[src/rtl/core/midi_basic_channel_group_table_macros.svh]
// Assertion macros for the MIDI basic-channel group table
`ifndef MIDI_BASIC_CHANNEL_GROUP_TABLE_MACROS_SVH
`define MIDI_BASIC_CHANNEL_GROUP_TABLE_MACROS_SVH

// Clocked assertion, disabled during reset
`define MBCG_ASSERT(lbl, prop, msg) \
  lbl: assert property (@(posedge clk) disable iff (!rst_n) prop) else $error(msg);

// Clocked assertion, checked also during reset
`define MBCG_ASSERT_ALWAYS(lbl, prop, msg) \
  lbl: assert property (@(posedge clk) prop) else $error(msg);

`endif

[src/rtl/core/mbcg_pkg.sv]
// Types and constants for the MIDI basic-channel group table
package mbcg_pkg;

  localparam int MAX_CHANNELS = 16;
  localparam int CH_W         = 4;
  localparam int CNT_W        = 5;
  localparam int CFG_AW       = 3;

  localparam logic [1:0] ACT_SET       = 2'd0;
  localparam logic [1:0] ACT_RESET_GRP = 2'd1;
  localparam logic [1:0] ACT_RESET_ALL = 2'd2;
  localparam logic [1:0] ACT_QUERY     = 2'd3;

  localparam logic [1:0] MODE_OFF_POLY = 2'd2;

  localparam logic [CFG_AW-1:0] REG_CHANNEL_COUNT = 3'd0;

  localparam logic [CNT_W-1:0] CHANNEL_COUNT_RST = 5'd16;

  typedef struct packed {
    logic [1:0]       action;
    logic [CH_W-1:0]  channel;
    logic [1:0]       mode;
    logic [CNT_W-1:0] group_size;
    logic             allow_change;
  } mbcg_in_t;

  typedef struct packed {
    logic             status;
    logic             basic_valid;
    logic [CH_W-1:0]  owner_channel;
    logic [1:0]       channel_mode;
    logic [CNT_W-1:0] group_count;
    logic [15:0]      notes_off_mask;
  } mbcg_out_t;

  // Saturate a range end to the table depth
  function automatic logic [CNT_W-1:0] sat_end(input logic [CNT_W:0] v);
    logic [CNT_W-1:0] r;
    if (v > (CNT_W+1)'(MAX_CHANNELS)) begin
      r = CNT_W'(MAX_CHANNELS);
    end else begin
      r = v[CNT_W-1:0];
    end
    return r;
  endfunction

endpackage

[src/rtl/core/midi_basic_channel_group_table.sv]
// MIDI basic-channel group table: sequencer walking the channel entries one per cycle
// Set group runs check, overlap scan, clear of the old group and write; reset group
// runs check and clear, reset all clear, query check and scan; a failed check ends it.
// Throughput: one item at a time; the entry walk (one entry read or written per cycle) sets it.
// Reset: synchronous active-low rst_n clears basic and enabled flags, sets channel_count to 16.
// Results wait in an output register, so a new item is taken while one is pending.
`include "midi_basic_channel_group_table_macros.svh"

module midi_basic_channel_group_table
  import mbcg_pkg::*;
(
  input  logic              clk,
  input  logic              rst_n,
  input  logic              in_valid,
  output logic              in_ready,
  input  mbcg_in_t          in_data,
  output logic              out_valid,
  input  logic              out_ready,
  output mbcg_out_t         out_data,
  input  logic              cfg_psel,
  input  logic              cfg_penable,
  input  logic              cfg_pwrite,
  input  logic [CFG_AW-1:0] cfg_paddr,
  input  logic [31:0]       cfg_pwdata,
  output logic [31:0]       cfg_prdata,
  output logic              cfg_pready
);

  localparam logic [2:0] ST_IDLE  = 3'd0;
  localparam logic [2:0] ST_CHECK = 3'd1;
  localparam logic [2:0] ST_SCAN  = 3'd2;
  localparam logic [2:0] ST_CLEAR = 3'd3;
  localparam logic [2:0] ST_WRITE = 3'd4;
  localparam logic [2:0] ST_QSCAN = 3'd5;
  localparam logic [2:0] ST_DONE  = 3'd6;

  logic [2:0]              state_r, state_nxt;
  logic [CNT_W-1:0]        ccount_r;
  logic [MAX_CHANNELS-1:0] basic_r, enabled_r;
  logic [1:0]              mode_mem [MAX_CHANNELS];
  logic [CNT_W-1:0]        gs_mem [MAX_CHANNELS];

  logic [1:0]       act_r, act_nxt;
  logic [CH_W-1:0]  c_r, c_nxt;
  logic [1:0]       opm_r, opm_nxt;
  logic [CNT_W-1:0] req_r, req_nxt;
  logic             allow_r, allow_nxt;
  logic [CNT_W-1:0] n_r, n_nxt;
  logic [CNT_W-1:0] size_r, size_nxt;
  logic [CNT_W-1:0] k_r, k_nxt;
  logic [CNT_W-1:0] end_r, end_nxt;
  logic             basic_c_r, basic_c_nxt;
  logic [CNT_W-1:0] gs_c_r, gs_c_nxt;
  logic [1:0]       mode_c_r, mode_c_nxt;
  logic             fail_r, fail_nxt;
  logic             qv_r, qv_nxt;
  logic [CH_W-1:0]  owner_r, owner_nxt;
  logic [1:0]       omode_r, omode_nxt;
  logic [CNT_W-1:0] ocount_r, ocount_nxt;
  logic [15:0]      mask_r, mask_nxt;
  logic             out_valid_r, out_valid_nxt;
  mbcg_out_t        out_data_r, out_data_nxt;

  logic [CH_W-1:0]  rd_idx;
  logic             rd_basic, rd_en;
  logic [1:0]       rd_mode;
  logic [CNT_W-1:0] rd_gs;
  logic             wr_en, wr_fill;
  logic             cfg_wr;
  logic             in_fire;

  assign in_ready   = (state_r == ST_IDLE);
  assign in_fire    = in_valid && in_ready;
  assign out_valid  = out_valid_r;
  assign out_data   = out_data_r;
  assign cfg_pready = 1'b1;
  assign cfg_wr     = cfg_psel && cfg_penable && cfg_pwrite && cfg_pready &&
                      (cfg_paddr[CFG_AW-1:2] == REG_CHANNEL_COUNT[CFG_AW-1:2]);
  assign cfg_prdata = (cfg_paddr[CFG_AW-1:2] == REG_CHANNEL_COUNT[CFG_AW-1:2]) ?
                      {27'd0, ccount_r} : 32'd0;

  assign rd_idx   = (state_r == ST_CHECK) ? c_r : k_r[CH_W-1:0];
  assign rd_basic = basic_r[rd_idx];
  assign rd_en    = enabled_r[rd_idx];
  assign rd_mode  = mode_mem[rd_idx];
  assign rd_gs    = gs_mem[rd_idx];

  always_comb begin
    logic [CNT_W:0]   sum_req;
    logic [CNT_W-1:0] size_calc;
    logic [CNT_W-1:0] post_size;
    logic             go_post;
    state_nxt   = state_r;
    act_nxt     = act_r;
    c_nxt       = c_r;
    opm_nxt     = opm_r;
    req_nxt     = req_r;
    allow_nxt   = allow_r;
    n_nxt       = n_r;
    size_nxt    = size_r;
    k_nxt       = k_r;
    end_nxt     = end_r;
    basic_c_nxt = basic_c_r;
    gs_c_nxt    = gs_c_r;
    mode_c_nxt  = mode_c_r;
    fail_nxt    = fail_r;
    qv_nxt      = qv_r;
    owner_nxt   = owner_r;
    omode_nxt   = omode_r;
    ocount_nxt  = ocount_r;
    mask_nxt    = mask_r;
    wr_en       = 1'b0;
    wr_fill     = 1'b0;
    go_post     = 1'b0;
    post_size   = size_r;
    sum_req     = {2'b00, c_r} + {1'b0, req_r};
    if (opm_r == MODE_OFF_POLY) begin
      size_calc = CNT_W'(1);
    end else if (req_r == '0) begin
      size_calc = n_r - {1'b0, c_r};
    end else begin
      size_calc = req_r;
    end
    out_valid_nxt = out_valid_r && !out_ready;
    out_data_nxt  = out_data_r;

    unique case (state_r)
      ST_IDLE: begin
        if (in_fire) begin
          act_nxt   = in_data.action;
          c_nxt     = in_data.channel;
          opm_nxt   = in_data.mode;
          req_nxt   = in_data.group_size;
          allow_nxt = in_data.allow_change;
          n_nxt     = sat_end({1'b0, ccount_r});
          fail_nxt  = 1'b0;
          qv_nxt    = 1'b0;
          owner_nxt = '0;
          omode_nxt = '0;
          ocount_nxt = '0;
          mask_nxt  = '0;
          if (in_data.action == ACT_RESET_ALL) begin
            k_nxt     = '0;
            end_nxt   = sat_end({1'b0, ccount_r});
            state_nxt = ST_CLEAR;
          end else if ({1'b0, in_data.channel} >= sat_end({1'b0, ccount_r})) begin
            fail_nxt  = 1'b1;
            state_nxt = ST_DONE;
          end else begin
            state_nxt = ST_CHECK;
          end
        end
      end
      ST_CHECK: begin
        basic_c_nxt = rd_basic;
        gs_c_nxt    = rd_gs;
        mode_c_nxt  = rd_mode;
        k_nxt       = {1'b0, c_r};
        case (act_r)
          ACT_SET: begin
            if (opm_r != MODE_OFF_POLY && req_r != '0 && sum_req > {1'b0, n_r}) begin
              fail_nxt  = 1'b1;
              state_nxt = ST_DONE;
            end else if (rd_en && !(rd_basic && allow_r)) begin
              fail_nxt  = 1'b1;
              state_nxt = ST_DONE;
            end else begin
              size_nxt  = size_calc;
              k_nxt     = {1'b0, c_r} + CNT_W'(1);
              end_nxt   = sat_end({2'b00, c_r} + {1'b0, size_calc});
              state_nxt = ST_SCAN;
            end
          end
          ACT_RESET_GRP: begin
            if (!rd_basic) begin
              fail_nxt  = 1'b1;
              state_nxt = ST_DONE;
            end else begin
              end_nxt   = sat_end({2'b00, c_r} + {1'b0, rd_gs});
              state_nxt = ST_CLEAR;
            end
          end
          default: begin
            state_nxt = rd_en ? ST_QSCAN : ST_DONE;
          end
        endcase
      end
      ST_SCAN: begin
        if (k_r >= end_r) begin
          go_post = 1'b1;
        end else if (rd_basic) begin
          if (req_r == '0 && opm_r != MODE_OFF_POLY) begin
            post_size = k_r - {1'b0, c_r};
            size_nxt  = post_size;
            go_post   = 1'b1;
          end else begin
            fail_nxt  = 1'b1;
            state_nxt = ST_DONE;
          end
        end else begin
          k_nxt = k_r + CNT_W'(1);
        end
        if (go_post) begin
          k_nxt = {1'b0, c_r};
          if (basic_c_r) begin
            end_nxt   = sat_end({2'b00, c_r} + {1'b0, gs_c_r});
            state_nxt = ST_CLEAR;
          end else begin
            end_nxt   = sat_end({2'b00, c_r} + {1'b0, post_size});
            state_nxt = ST_WRITE;
          end
        end
      end
      ST_CLEAR: begin
        if (k_r >= end_r) begin
          if (act_r == ACT_SET) begin
            k_nxt     = {1'b0, c_r};
            end_nxt   = sat_end({2'b00, c_r} + {1'b0, size_r});
            state_nxt = ST_WRITE;
          end else begin
            state_nxt = ST_DONE;
          end
        end else begin
          wr_en = 1'b1;
          k_nxt = k_r + CNT_W'(1);
        end
      end
      ST_WRITE: begin
        if (k_r >= end_r) begin
          state_nxt = ST_DONE;
        end else begin
          wr_en    = 1'b1;
          wr_fill  = 1'b1;
          mask_nxt = mask_r | (16'd1 << k_r[CH_W-1:0]);
          k_nxt    = k_r + CNT_W'(1);
        end
      end
      ST_QSCAN: begin
        if (rd_basic) begin
          qv_nxt     = 1'b1;
          owner_nxt  = k_r[CH_W-1:0];
          omode_nxt  = mode_c_r;
          ocount_nxt = rd_gs;
          state_nxt  = ST_DONE;
        end else if (k_r == '0) begin
          state_nxt = ST_DONE;
        end else begin
          k_nxt = k_r - CNT_W'(1);
        end
      end
      ST_DONE: begin
        if (!out_valid_r || out_ready) begin
          out_valid_nxt                = 1'b1;
          out_data_nxt.status          = fail_r;
          out_data_nxt.basic_valid     = qv_r;
          out_data_nxt.owner_channel   = owner_r;
          out_data_nxt.channel_mode    = omode_r;
          out_data_nxt.group_count     = ocount_r;
          out_data_nxt.notes_off_mask  = fail_r ? 16'd0 : mask_r;
          state_nxt                    = ST_IDLE;
        end
      end
      default: begin
        state_nxt = ST_IDLE;
      end
    endcase
  end

  always_ff @(posedge clk) begin
    if (!rst_n) begin
      state_r     <= ST_IDLE;
      out_valid_r <= 1'b0;
      ccount_r    <= CHANNEL_COUNT_RST;
      basic_r     <= '0;
      enabled_r   <= '0;
    end else begin
      state_r     <= state_nxt;
      out_valid_r <= out_valid_nxt;
      if (cfg_wr) begin
        ccount_r <= cfg_pwdata[CNT_W-1:0];
      end
      if (wr_en) begin
        basic_r[k_r[CH_W-1:0]]   <= wr_fill && (k_r[CH_W-1:0] == c_r);
        enabled_r[k_r[CH_W-1:0]] <= wr_fill;
      end
    end
  end

  always_ff @(posedge clk) begin
    if (wr_en) begin
      mode_mem[k_r[CH_W-1:0]] <= wr_fill ? opm_r : 2'd0;
      gs_mem[k_r[CH_W-1:0]]   <= (wr_fill && k_r[CH_W-1:0] == c_r) ? size_r : '0;
    end
  end

  always_ff @(posedge clk) begin
    act_r      <= act_nxt;
    c_r        <= c_nxt;
    opm_r      <= opm_nxt;
    req_r      <= req_nxt;
    allow_r    <= allow_nxt;
    n_r        <= n_nxt;
    size_r     <= size_nxt;
    k_r        <= k_nxt;
    end_r      <= end_nxt;
    basic_c_r  <= basic_c_nxt;
    gs_c_r     <= gs_c_nxt;
    mode_c_r   <= mode_c_nxt;
    fail_r     <= fail_nxt;
    qv_r       <= qv_nxt;
    owner_r    <= owner_nxt;
    omode_r    <= omode_nxt;
    ocount_r   <= ocount_nxt;
    mask_r     <= mask_nxt;
    out_data_r <= out_data_nxt;
  end

  `MBCG_ASSERT(a_mask_only_on_ok,
    (out_valid_r && out_data_r.notes_off_mask != 16'd0) |-> !out_data_r.status,
    "notes-off mask on a failed beat")
  `MBCG_ASSERT(a_owner_only_on_ok,
    (out_valid_r && out_data_r.basic_valid) |->
      (!out_data_r.status && out_data_r.notes_off_mask == 16'd0),
    "query answer mixed with failure or mask")
  `MBCG_ASSERT(a_basic_is_enabled, (basic_r & ~enabled_r) == '0, "basic channel not enabled")
  `MBCG_ASSERT(a_walk_in_table,
    (state_r == ST_WRITE || state_r == ST_CLEAR) |->
      (k_r <= CNT_W'(MAX_CHANNELS) && end_r <= CNT_W'(MAX_CHANNELS)),
    "entry walk ran past the table")
  `MBCG_ASSERT(a_done_to_beat,
    (state_r == ST_DONE && (!out_valid_r || out_ready)) |=>
      (out_valid_r && state_r == ST_IDLE),
    "finished item not presented")
  `MBCG_ASSERT_ALWAYS(a_reset_idle, !rst_n |=> (state_r == ST_IDLE && !out_valid_r),
    "reset did not return to idle")

endmodule
[config.mk]
export PLATFORM = sky130hd
export DESIGN_NAME = midi_basic_channel_group_table
export DESIGN_NICKNAME = d
export VERILOG_FILES = /design/src/rtl/core/mbcg_pkg.sv /design/src/rtl/core/midi_basic_channel_group_table.sv
export VERILOG_INCLUDE_DIRS = /design/src /design/src/rtl/core
export SDC_FILE = /design/constraint.sdc
export NUM_CORES = 1
export LEC_CHECK = 0
export BUFFER_PORTS_ARGS = -buffer_cell sky130_fd_sc_hd__buf_2
export CAP_MARGIN = 20
export CORE_MARGIN = 5
export CORE_UTILIZATION = 50
export DETAILED_ROUTE_END_ITERATION = 7
export GPL_TIMING_DRIVEN = 0
export PLACE_DENSITY = 0.74
export SETUP_SLACK_MARGIN = 0.5
export SYNTH_ARGS = -nofsm -noshare
export SYNTH_HDL_FRONTEND = slang
export SYNTH_SLANG_ARGS = --single-unit
[constraint.sdc]
create_clock -name clk -period 7 [get_ports clk]
set_input_delay 1.05 -clock clk [delete_from_list [all_inputs] [get_ports clk]]
set_output_delay 1.05 -clock clk [all_outputs]
set_load 0.05 [all_outputs]
==> results of run 1 <==
-- cell type report --
cell class                      instances  share of cell area
Buffer                                 88              0.0304
Clock buffer                           35              0.0477
Clock inverter                         14             0.00817
Inverter                               68              0.0171
Multi-Input combinational cell        859               0.367
Sequential cell                       253               0.479
Tap cell                              335              0.0279
Timing Repair Buffer                   67              0.0230
-- worst min path at each step --
stage,slack (ns),endpoint
CTS,0.42,out_data[16]
floorplan,0.40,out_data[16]
detailed placement,0.41,out_data[26]
global route,0.43,out_data[16]
global placement,0.40,out_data[16]
finish,0.42,out_data[16]
-- state kept, by name, indices dropped and copies added, names as in the netlist, 5 cells and up --
name,count
n_r,5
end_r,5
enabled_r,16
req_r,5
out_data,29
mask_r,16
gs_mem,80
ocount_r,5
size_r,5
basic_r,16
ccount_r,5
gs_c_r,5
k_r,5
mode_mem,32
-- cells in the mapped netlist (6+ instances only) --
library cell / count / area, µm²
sky130_fd_sc_hd__a211oi_1: 19 / 143
sky130_fd_sc_hd__a21o_1: 24 / 180
sky130_fd_sc_hd__a21oi_1: 50 / 250
sky130_fd_sc_hd__a221oi_1: 6 / 52.6
sky130_fd_sc_hd__a22oi_1: 26 / 195
sky130_fd_sc_hd__a311oi_1: 13 / 114
sky130_fd_sc_hd__a31oi_1: 16 / 100
sky130_fd_sc_hd__a32oi_1: 6 / 52.6
sky130_fd_sc_hd__and2_1: 10 / 62.6
sky130_fd_sc_hd__and3_1: 22 / 138
sky130_fd_sc_hd__buf_1: 6 / 22.5
sky130_fd_sc_hd__buf_2: 10 / 50.1
sky130_fd_sc_hd__buf_4: 28 / 210
sky130_fd_sc_hd__clkbuf_1: 43 / 161
sky130_fd_sc_hd__dfxtp_1: 41 / 821
sky130_fd_sc_hd__edfxtp_1: 212 / 6370
sky130_fd_sc_hd__fa_1: 8 / 160
sky130_fd_sc_hd__ha_1: 60 / 751
sky130_fd_sc_hd__inv_1: 66 / 248
sky130_fd_sc_hd__mux2i_1: 39 / 390
sky130_fd_sc_hd__nand2_1: 153 / 574
sky130_fd_sc_hd__nand2b_1: 10 / 62.6
sky130_fd_sc_hd__nand3_1: 65 / 325
sky130_fd_sc_hd__nand4_1: 6 / 37.5
sky130_fd_sc_hd__nor2_1: 112 / 420
sky130_fd_sc_hd__nor2b_1: 37 / 231
sky130_fd_sc_hd__nor3_1: 16 / 80.1
sky130_fd_sc_hd__nor4_1: 6 / 37.5
sky130_fd_sc_hd__o21ai_0: 19 / 95.1
sky130_fd_sc_hd__o22ai_1: 6 / 37.5
sky130_fd_sc_hd__xnor2_1: 12 / 105
sky130_fd_sc_hd__xor2_1: 7 / 61.3
-- through the flow --
step                      total power (µW)   util  hold WS (ns)
after CTS                             6350  0.574         0.418
final                                 6410  0.575         0.415
after global routing                  6760  0.575         0.434
after detailed placement              4970  0.542         0.405
after floorplan                       4130      -         0.400
after global placement                4880  0.541         0.402
-- kinds of logic (layout without fill, tap and decap cells) --
group / after synthesis / in the layout / synth area share
XOR/XNOR: 19 / 19 / 0.0125
other: 2 / 28 / 0.000565
adder cells (fa/ha/maj): 68 / 68 / 0.0685
flip-flops: 253 / 253 / 0.540
AND/OR/NAND/NOR: 463 / 463 / 0.164
AO/OA/AOI/OAI: 237 / 237 / 0.127
buffers and inverters: 156 / 272 / 0.0535
multiplexers: 44 / 44 / 0.0336
-- power groups by stage --
stage          clock network (µW)  registers (µW)  logic [µW]
6_report                     1370            2100        2930
5_1_grt                      1450            2120        3200
4_1_cts                      1380            2100        2870
3_5_place_dp                    0            2120        2850
3_3_place_gp                    0            2120        2760
2_1_floorplan                   0            2090        2030
-- layer usage --
layer  routed length, µm  up-vias  share of wire
met2               16300      576           0.46
met1               14900     4997           0.42
met5                   0        -              0
met4                1120        0          0.031
met3                3300       86          0.092
li1                    -     4737              -
==> implementation parameters, run 1 <==
Parameter                              Value

Drt
  Number of iterations in the first detailed-routing pass ... 6
  Number of antenna-violating nets in the routed design ... 0
  Sum of routed wire length over all layers ... 35700 µm
  Routed wire length per instance ... around 21 µm
  DRC marker count from the first detailed-route iteration ... between 1000 and 1500
  Vias ... between 10000 and 15000
  Drt via density ... 6.05
  Final routed DRC violation total ... 0

Critical path
  Worst Setup End Kind ... flop
  Largest fanout on the critical path ... 15
  Endpoint of the worst-slack reg-to-reg timing path ... end_r[1]
  Arr. time, crit path ... around 6.4 ns
  Most common cell type on the critical path ... sky130_fd_sc_hd__nand3_1
  Worst-case reg-to-reg path depth ... 20
  Setup Crit Path Kind ... reg -> reg
  Number of stages on the worst setup path ... 20
  Startpoint of the worst-slack reg-to-reg timing path ... c_r[1]
  Required time worst endpoint ... around 7.4 ns
  R2R setup slack ... approximately 0.95 ns
  Critical path capture point ... end_r[1]
  Category of cells accounting for the largest share of critical-path delay ... compound AO/OA/AOI/OAI gates
  Critical-path top delay cell ... sky130_fd_sc_hd__edfxtp_1
  Series of cell instances along the critical path ... and4bb_1 -> a21o_1 -> buf_6 -> buf_2 -> clkbuf_1 -> clkbuf_1 -> nand2_1 -> nand3_1 -> nand3_1 -> a31oi_1 -> ha_1 -> inv_1 -> fa_1 -> xnor2_1 -> nor3b_1 -> nand3_1 -> a22oi_1 -> a211oi_1 -> a311o_1 -> a22oi_1
  Largest stage delay on the critical path ... 0.93 ns
  First element of the critical path ... c_r[1]
  Worst Path Buf+Inv ... 5
  Critical Path Source Type ... flop

STA
  Final critical-path setup slack ... between 0.9 and 1 ns
  Final Critical Period ... slightly above 6 ns
  Maximum achievable frequency ... roughly 170 MHz
  Ratio of final minimum period to clock period ... 0.864
  Rel. slew slack ... 0.296
  Number of setup violations in the final report ... 0
  Final sum of negative setup slack ... 0 ns
  Hold Vio Cnt, Final ... 0
  RSZ-0062 raised after global routing ... false
  Clock Skew ... 0.0109 ns
  Slew @ Worst Pin ... approximately 1.0 ns
  Count of pins over their slew limit ... 0

Global routing
  Wire length of the first global-routing pass ... ~55000 µm
  Met1 Resource Use GR ... 0.319
  Global routing usage summed across all routing layers ... 0.227
  Number of antenna violations at the first check in global routing ... 0
  GR Layer Usage met2 ... 0.365
  Number of global-route vias before repair ... between 9000 and 10000
  Most heavily used metal layer in global routing ... met2
  Gr ovfl total ... 0
  Met3 track demand over resource in global routing ... 0.0424
  Maximum number of pins on one net before global-route repair ... 20

Yosys
  Count of mapped cells out of synthesis ... between 1000 and 1500
  Cell area after synthesis ... 13300 µm²
  Synthesis warning total ... 0
  Most frequently used flop master after synthesis ... sky130_fd_sc_hd__edfxtp_1
  Post-synth EDFFs ... roughly 210
  Flip-flop and latch count after synthesis ... 253
  Average instance area after synthesis ... 10.7 µm²
  Proportion of synthesized chip area in sequential cells ... 0.540
  Number of distinct library cells after synthesis ... 75
  Async SR Flop Fraction ... 0

Die
  Initial core utilization ... 0.509
  Placeable core area ... 26100 µm²
  Total number of placement rows ... 59
  Number of primary I/O pins ... between 100 and 150
  Horizontal die dimension ... 173 µm
  Die area ... around 30000 µm²
  Overall die height ... approximately 170 µm

Finish
  Signed area change from the synthesized netlist to the final layout ... 12.9%
  Filler Cell Count ... 2207
  Area of the multi-input gates ... about 5500 µm²
  Share of cells above drive strength 1 ... 0.120
  Area of all placed cells without fillers ... between 15000 and 20000 µm²
  Count of non-filler cells in the finished layout ... approximately 1700
  Most common cell after layout, fill and taps aside ... sky130_fd_sc_hd__edfxtp_1
  Ant diodes ... 0
  Area taken by flip-flops and latches ... roughly 7200 µm²
  Final #Nets ... between 1000 and 1500
  Leading cell types in the layout, fill and taps excluded ... 212 x sky130_fd_sc_hd__edfxtp_1, 153 x sky130_fd_sc_hd__nand2_1, 112 x sky130_fd_sc_hd__nor2_1, 73 x sky130_fd_sc_hd__buf_2, 66 x sky130_fd_sc_hd__inv_1

Placed design
  Final RePlAce weighted congestion ... 0.947
  Port-buffer cells ... 62
  Post-DP HPWL ... ~26000 µm
  Setup slack after placement ... 0.636 ns
  Placed cell areas ... between 10000 and 15000 µm²
  Instance count after placement with tap cells included ... 1670

Power
  Leakage component of the power ... approximately 0.006 µW
  Net Switching ... 2700 µW
  Logic gate share of total power ... 0.458
  Internal power ... 3700 µW
  Largest vdd supply drop ... between 0.0003 and 0.0004 V
  Relative contribution of sequential cells to total power ... 0.328
  Pwr/cell area ... 427 nW/µm²
  Clock group share of total power ... 0.215
  Switching part of the total ... 0.422

Clock network
  Skew-Pair Late Insertion Delay ... 0.54 ns
  TritonCTS clock tree ... done
  Hold buffers post-CTS ... 0
  Number of gates given a new drive strength after cts ... 0
  Root cell of the clock tree ... sky130_fd_sc_hd__clkbuf_16
  Max Root-Sink Buffers ... 3
  Number of H-tree levels ... 1
  Number of clock buffers inserted by TritonCTS ... 27
  Post-CTS setup buffer count ... 0
  Clock tree sinks ... 253
  Clk slew on worst S/H paths ... roughly 0.06 ns

Min path
  Instance count along the most critical hold path ... 0
  Classification of the worst-slack hold path ... reg -> reg
  Hold Crit Start ... ocount_r[0]

Outcome
  Result of the run ... complete, no violations

Flow run
  Maxcap violations ... 0
Power figures use the tool's default switching activity.
==> run 2, diff against run 1 <==
--- a/config.mk
+++ b/config.mk
@@ -9,10 +9,9 @@
 export BUFFER_PORTS_ARGS = -buffer_cell sky130_fd_sc_hd__buf_2
 export CAP_MARGIN = 20
 export CORE_MARGIN = 5
-export CORE_UTILIZATION = 50
+export CORE_UTILIZATION = 36
 export DETAILED_ROUTE_END_ITERATION = 7
-export GPL_TIMING_DRIVEN = 0
-export PLACE_DENSITY = 0.74
+export PLACE_DENSITY = 0.6
 export SETUP_SLACK_MARGIN = 0.5
 export SYNTH_ARGS = -nofsm -noshare
 export SYNTH_HDL_FRONTEND = slang
==> implementation parameters, run 2 (synthesized netlist as in run 1, its figures left out) <==
Parameter                              Value

Critical path
  Worst-case reg-to-reg path depth ... 20
  Critical Path Source Type ... flop
  Setup Crit Path Kind ... reg -> reg
  Startpoint of the worst-slack reg-to-reg timing path ... state_r[2]
  Arr. time, crit path ... between 6 and 7 ns
  Endpoint of the worst-slack reg-to-reg timing path ... end_r[1]
  Worst Setup End Kind ... flop
  Required time worst endpoint ... around 7.3 ns
  R2R setup slack ... 1.04 ns
  Largest fanout on the critical path ... 16

Die
  Overall die height ... ~200 µm
  Initial core utilization ... 0.364
  Placeable core area ... around 37000 µm²
  Horizontal die dimension ... about 200 µm
  Die area ... 40900 µm²
  Total number of placement rows ... 70
  Number of primary I/O pins ... 120

STA
  RSZ-0062 raised after global routing ... false
  Clock Skew ... 0.0145 ns
  Final Critical Period ... 5.96 ns
  Hold WS ... between 0.4 and 0.5 ns
  Slew @ Worst Pin ... between 0.9 and 1 ns
  Rel. slew slack ... 0.345
  Maximum achievable frequency ... around 170 MHz
  Ratio of final minimum period to clock period ... 0.851
  Count of pins over their slew limit ... 0
  Final sum of negative setup slack ... 0 ns
  Number of setup violations in the final report ... 0
  Hold Vio Cnt, Final ... 0

Drt
  Vias ... approximately 9800
  Drt via density ... 5.47
  Number of antenna-violating nets in the routed design ... 0
  Sum of routed wire length over all layers ... ~35000 µm
  Final routed DRC violation total ... 0
  Number of iterations in the first detailed-routing pass ... 5
  DRC marker count from the first detailed-route iteration ... between 800 and 900
  Routed wire length per instance ... 19.8 µm

Finish
  Ant diodes ... 0
  Filler Cell Count ... approximately 3500
  Most common cell after layout, fill and taps aside ... sky130_fd_sc_hd__edfxtp_1
  Final #Nets ... 1420
  Leading cell types in the layout, fill and taps excluded ... 212 x sky130_fd_sc_hd__edfxtp_1, 153 x sky130_fd_sc_hd__nand2_1, 111 x sky130_fd_sc_hd__nor2_1, 66 x sky130_fd_sc_hd__inv_1, 65 x sky130_fd_sc_hd__nand3_1
  Number of flip-flops in the largest register ... 80
  Signed area change from the synthesized netlist to the final layout ... 11.8%
  Share of cells above drive strength 1 ... 0.113

Placed design
  Post-DP HPWL ... 24800 µm
  Port-buffer cells ... between 60 and 70
  Final RePlAce weighted congestion ... 0.901

Global routing
  Maximum number of pins on one net before global-route repair ... 35
  Wire length of the first global-routing pass ... roughly 55000 µm
  Number of global-route vias before repair ... 9541
  Gr ovfl total ... 0
  Number of antenna violations at the first check in global routing ... 0
  Global routing usage summed across all routing layers ... 0.168

Power
  Largest vdd supply drop ... approximately 0.00026 V
  Leakage component of the power ... slightly below 0.006 µW
  Total design power ... 6380 µW
  Pwr/cell area ... ~430 nW/µm²

Min path
  Hold Crit Start ... qv_r
  Worst Hold Endpoint ... out_data[27]
  Instance count along the most critical hold path ... 0
  Classification of the worst-slack hold path ... reg -> reg

Clock network
  Number of H-tree levels ... 1
  Clk slew on worst S/H paths ... roughly 0.060 ns
  Root cell of the clock tree ... sky130_fd_sc_hd__clkbuf_16
  Clock tree sinks ... around 250
  Post-CTS setup buffer count ... 0
  Max Root-Sink Buffers ... 3
  Hold buffers post-CTS ... 0
  TritonCTS clock tree ... done
  Number of gates given a new drive strength after cts ... 0
  Skew-Pair Late Insertion Delay ... 0.56 ns
  Number of clock buffers inserted by TritonCTS ... 27

Flow run
  Maxcap violations ... 0

Outcome
  Result of the run ... complete, no violations
==> run 2: cell types whose count changed in the layout (fill, tap and decap cells not counted), moves of 3 or more <==
cell / before / now
sky130_fd_sc_hd__buf_1: 6 / 0
sky130_fd_sc_hd__buf_2: 73 / 62
sky130_fd_sc_hd__buf_4: 32 / 25
sky130_fd_sc_hd__clkbuf_1: 49 / 6
sky130_fd_sc_hd__clkinvlp_4: 0 / 3
==> run 2: worst max path at each step <==
stage	startpoint	to	slack [ns]
3_3_place_gp	state_r[2]	end_r[1]	1.26
6_report	state_r[2]	end_r[1]	1.04
5_1_grt	state_r[2]	end_r[1]	0.59
4_1_cts	state_r[2]	end_r[1]	1.15
3_5_place_dp	state_r[2]	end_r[1]	1.18
2_1_floorplan	k_r[0]	end_r[1]	1.87
==> run 2: per-layer routing <==
layer	vias to the layer above	global-route usage	part of all wire	wire length, µm
met5	-	0	0	0
met2	364	0.265	0.45	16000
li1	4605	-	-	-
met1	4707	0.235	0.44	15600
met3	75	0.0298	0.071	2520
met4	0	0.0558	0.033	1170
==> run 2: layout make-up <==
type,instances,area (µm²),share of cell area
clock buffer,34,712,0.0479
clock inverter,14,113,0.00757
inverter,68,256,0.0172
multi-input combinational,859,5520,0.371
sequential,253,7190,0.483
tap,468,586,0.0394
timing repair buffer,87,498,0.0335
==> run 2: per-stage QoR <==
step	utilization	worst slack [ns]	area (µm²)	std cells
after floorplan	-	1.87	13400	1268
after global placement	0.384	1.26	14000	1733
after detailed placement	0.384	1.18	14000	1733
after CTS	0.407	1.15	14900	1781
after global routing	0.407	0.591	14900	1783
final	0.407	1.04	14900	1783
==> run 2: worst max-delay path, stage by stage, from the launching register on <==
cell                       delay (ns)
sky130_fd_sc_hd__dfxtp_1         0.67
sky130_fd_sc_hd__or3b_1          0.51
sky130_fd_sc_hd__clkinv_2        0.46
sky130_fd_sc_hd__mux2i_2         0.61
sky130_fd_sc_hd__o311ai_0        0.26
sky130_fd_sc_hd__a211o_1         0.39
sky130_fd_sc_hd__nand2_2         0.24
sky130_fd_sc_hd__nor2_1          0.17
sky130_fd_sc_hd__mux2i_1         0.27
sky130_fd_sc_hd__ha_1            0.22
sky130_fd_sc_hd__inv_1           0.06
sky130_fd_sc_hd__fa_1            0.39
sky130_fd_sc_hd__nor2b_1         0.13
sky130_fd_sc_hd__o21ai_0         0.10
sky130_fd_sc_hd__nand2b_1        0.10
sky130_fd_sc_hd__o21ai_0         0.10
sky130_fd_sc_hd__or2_2           0.28
sky130_fd_sc_hd__a211oi_1        0.23
sky130_fd_sc_hd__nor2_1          0.09
sky130_fd_sc_hd__a221oi_1        0.28
sky130_fd_sc_hd__a22oi_1         0.11
==> run 2: report_power, final <==
group	switching, µW	internal (µW)
combinational	1930	970
sequential	187	1940
clock	593	758
total	2710	3670
==> run 3, diff against run 2 <==
--- a/config.mk
+++ b/config.mk
@@ -6,12 +6,12 @@
 export SDC_FILE = /design/constraint.sdc
 export NUM_CORES = 1
 export LEC_CHECK = 0
-export BUFFER_PORTS_ARGS = -buffer_cell sky130_fd_sc_hd__buf_2
 export CAP_MARGIN = 20
 export CORE_MARGIN = 5
 export CORE_UTILIZATION = 36
 export DETAILED_ROUTE_END_ITERATION = 7
-export PLACE_DENSITY = 0.6
+export DONT_BUFFER_PORTS = 1
+export PLACE_DENSITY = 0.57
 export SETUP_SLACK_MARGIN = 0.5
 export SYNTH_ARGS = -nofsm -noshare
 export SYNTH_HDL_FRONTEND = slang
==> implementation parameters, run 3 (synthesized netlist as in run 1, its figures left out) <==
Parameter                              Value

Outcome
  Result of the run ... complete, no violations

Min path
  Hold Crit Start ... omode_r[1]
  Worst Hold Endpoint ... out_data[22]
  Instance count along the most critical hold path ... 0
  Classification of the worst-slack hold path ... reg -> reg

Placed design
  Instance count after placement with tap cells included ... 1672
  Final RePlAce weighted congestion ... 0.882
  Port-buffer cells ... 0
  Setup slack after placement ... between 1 and 1.5 ns
  Post-DP HPWL ... ~25000 µm

Critical path
  Endpoint of the worst-slack reg-to-reg timing path ... end_r[1]
  Setup Crit Path Kind ... reg -> reg
  Worst Setup End Kind ... flop
  Worst-case reg-to-reg path depth ... 19
  Startpoint of the worst-slack reg-to-reg timing path ... state_r[0]
  Required time worst endpoint ... between 7 and 8 ns
  Arr. time, crit path ... 6.19 ns
  R2R setup slack ... 1.20 ns
  Largest fanout on the critical path ... 55
  Critical Path Source Type ... flop
  First element of the critical path ... state_r[0]

STA
  Hold Vio Cnt, Final ... 0
  Rel. slew slack ... 0.355
  Number of setup violations in the final report ... 0
  Count of pins over their slew limit ... 0
  Slew @ Worst Pin ... between 0.9 and 1 ns
  Ratio of final minimum period to clock period ... 0.828
  RSZ-0062 raised after global routing ... false
  Maximum achievable frequency ... roughly 170 MHz
  Final sum of negative setup slack ... 0 ns
  Clock Skew ... ~0.014 ns
  Final Critical Period ... approximately 5.8 ns
  Final critical-path setup slack ... approximately 1.2 ns

Finish
  Number of flip-flops in the largest register ... 80
  Count of non-filler cells in the finished layout ... about 1700
  Share of cells above drive strength 1 ... 0.0686
  Filler Cell Count ... between 3000 and 4000
  Ant diodes ... 0
  Signed area change from the synthesized netlist to the final layout ... 9.78%
  Final #Nets ... between 1000 and 1500
  Most common cell after layout, fill and taps aside ... sky130_fd_sc_hd__edfxtp_1
  Leading cell types in the layout, fill and taps excluded ... 212 x sky130_fd_sc_hd__edfxtp_1, 153 x sky130_fd_sc_hd__nand2_1, 111 x sky130_fd_sc_hd__nor2_1, 66 x sky130_fd_sc_hd__inv_1, 65 x sky130_fd_sc_hd__nand3_1

Power
  Largest vdd supply drop ... around 0.00021 V
  Leakage component of the power ... 0.00560 µW
  Switching part of the total ... 0.425
  Net Switching ... 2730 µW
  Clock group share of total power ... 0.216
  Internal power ... around 3700 µW
  Relative contribution of sequential cells to total power ... 0.333
  Logic gate share of total power ... 0.451
  Total design power ... between 6000 and 7000 µW
  Pwr/cell area ... ~440 nW/µm²

Clock network
  Hold buffers post-CTS ... 0
  TritonCTS clock tree ... done
  Number of gates given a new drive strength after cts ... 0
  Clock tree sinks ... 253
  Root cell of the clock tree ... sky130_fd_sc_hd__clkbuf_16
  Post-CTS setup buffer count ... 0
  Clk slew on worst S/H paths ... about 0.060 ns
  Max Root-Sink Buffers ... 3
  Skew-Pair Late Insertion Delay ... roughly 0.56 ns
  Number of H-tree levels ... 1
  Number of clock buffers inserted by TritonCTS ... 27

Drt
  Vias ... 9472
  Number of antenna-violating nets in the routed design ... 0
  Number of iterations in the first detailed-routing pass ... 5
  Final routed DRC violation total ... 0
  DRC marker count from the first detailed-route iteration ... roughly 820
  Drt via density ... 5.50
  Sum of routed wire length over all layers ... around 35000 µm
  Routed wire length per instance ... between 20 and 25 µm

Flow run
  Maxcap violations ... 0

Global routing
  Number of global-route vias before repair ... around 9000
  Number of antenna violations at the first check in global routing ... 0
  Global routing usage summed across all routing layers ... 0.166
  Maximum number of pins on one net before global-route repair ... 56
  Wire length of the first global-routing pass ... approximately 54000 µm
  Gr ovfl total ... 0

Die
  Total number of placement rows ... 70
  Number of primary I/O pins ... 120
  Initial core utilization ... 0.364
  Horizontal die dimension ... between 200 and 250 µm
  Overall die height ... 202 µm
  Die area ... between 40000 and 50000 µm²
  Placeable core area ... 36500 µm²
==> run 3: power by group through the flow <==
stage          sequential (µW)  combinational (µW)  clock, µW
6_report                  2140                2900       1390
5_1_grt                   2170                3180       1470
4_1_cts                   2140                2860       1420
3_5_place_dp              2170                2850          0
3_3_place_gp              2170                2810          0
2_1_floorplan             2090                2030          0
==> run 3: stage by stage <==
stage	util	area [µm²]	hold WS, ns
after floorplan	-	13400	0.400
after global placement	0.376	13700	0.406
after detailed placement	0.376	13700	0.405
after CTS	0.399	14600	0.419
after global routing	0.400	14600	0.424
final	0.400	14600	0.416
==> run 3: final cells by class <==
cell class | instances | area, µm² | share of cell area
Clock buffer | 32 | 694 | 0.0476
Sequential cell | 253 | 7190 | 0.492
Multi-Input combinational cell | 859 | 5520 | 0.378
Inverter | 68 | 256 | 0.0176
Clock inverter | 16 | 153 | 0.0105
Tap cell | 468 | 586 | 0.0401
Timing Repair Buffer | 26 | 201 | 0.0138
==> run 3: routing by layer <==
metal | vias up | global-route usage | share of wire
met1 | 4624 | 0.232 | 0.44
li1 | 4477 | - | -
met5 | - | 0 | 0
met4 | 0 | 0.0415 | 0.023
met3 | 53 | 0.0313 | 0.068
met2 | 318 | 0.267 | 0.47
==> run 3: how the worst max path moves through the flow <==
stage                to  slack, ns  cells past startpoint
2_1_floorplan  end_r[1]       1.87                     23
3_3_place_gp   end_r[1]       1.28                     19
3_5_place_dp   end_r[1]       1.27                     19
4_1_cts        end_r[1]       1.25                     19
5_1_grt        end_r[1]       0.79                     19
6_report       end_r[1]       1.20                     19
==> run 3: critical path, stage by stage (launching register included) <==
cell and delay [ns]:
sky130_fd_sc_hd__dfxtp_1 0.57, sky130_fd_sc_hd__or3b_1 0.64, sky130_fd_sc_hd__buf_4 0.29, sky130_fd_sc_hd__a21oi_4 0.15, sky130_fd_sc_hd__buf_4 0.51, sky130_fd_sc_hd__nand2_1 0.09, sky130_fd_sc_hd__and3_1 0.20, sky130_fd_sc_hd__a311oi_1 0.32
sky130_fd_sc_hd__a311oi_1 0.10, sky130_fd_sc_hd__a31oi_1 0.54, sky130_fd_sc_hd__ha_1 0.29, sky130_fd_sc_hd__inv_1 0.05, sky130_fd_sc_hd__fa_1 0.40, sky130_fd_sc_hd__xnor2_1 0.17, sky130_fd_sc_hd__nor3b_1 0.36, sky130_fd_sc_hd__nand3_1 0.12
sky130_fd_sc_hd__a22oi_1 0.17, sky130_fd_sc_hd__a211oi_1 0.09, sky130_fd_sc_hd__a311o_1 0.38, sky130_fd_sc_hd__a22oi_1 0.17
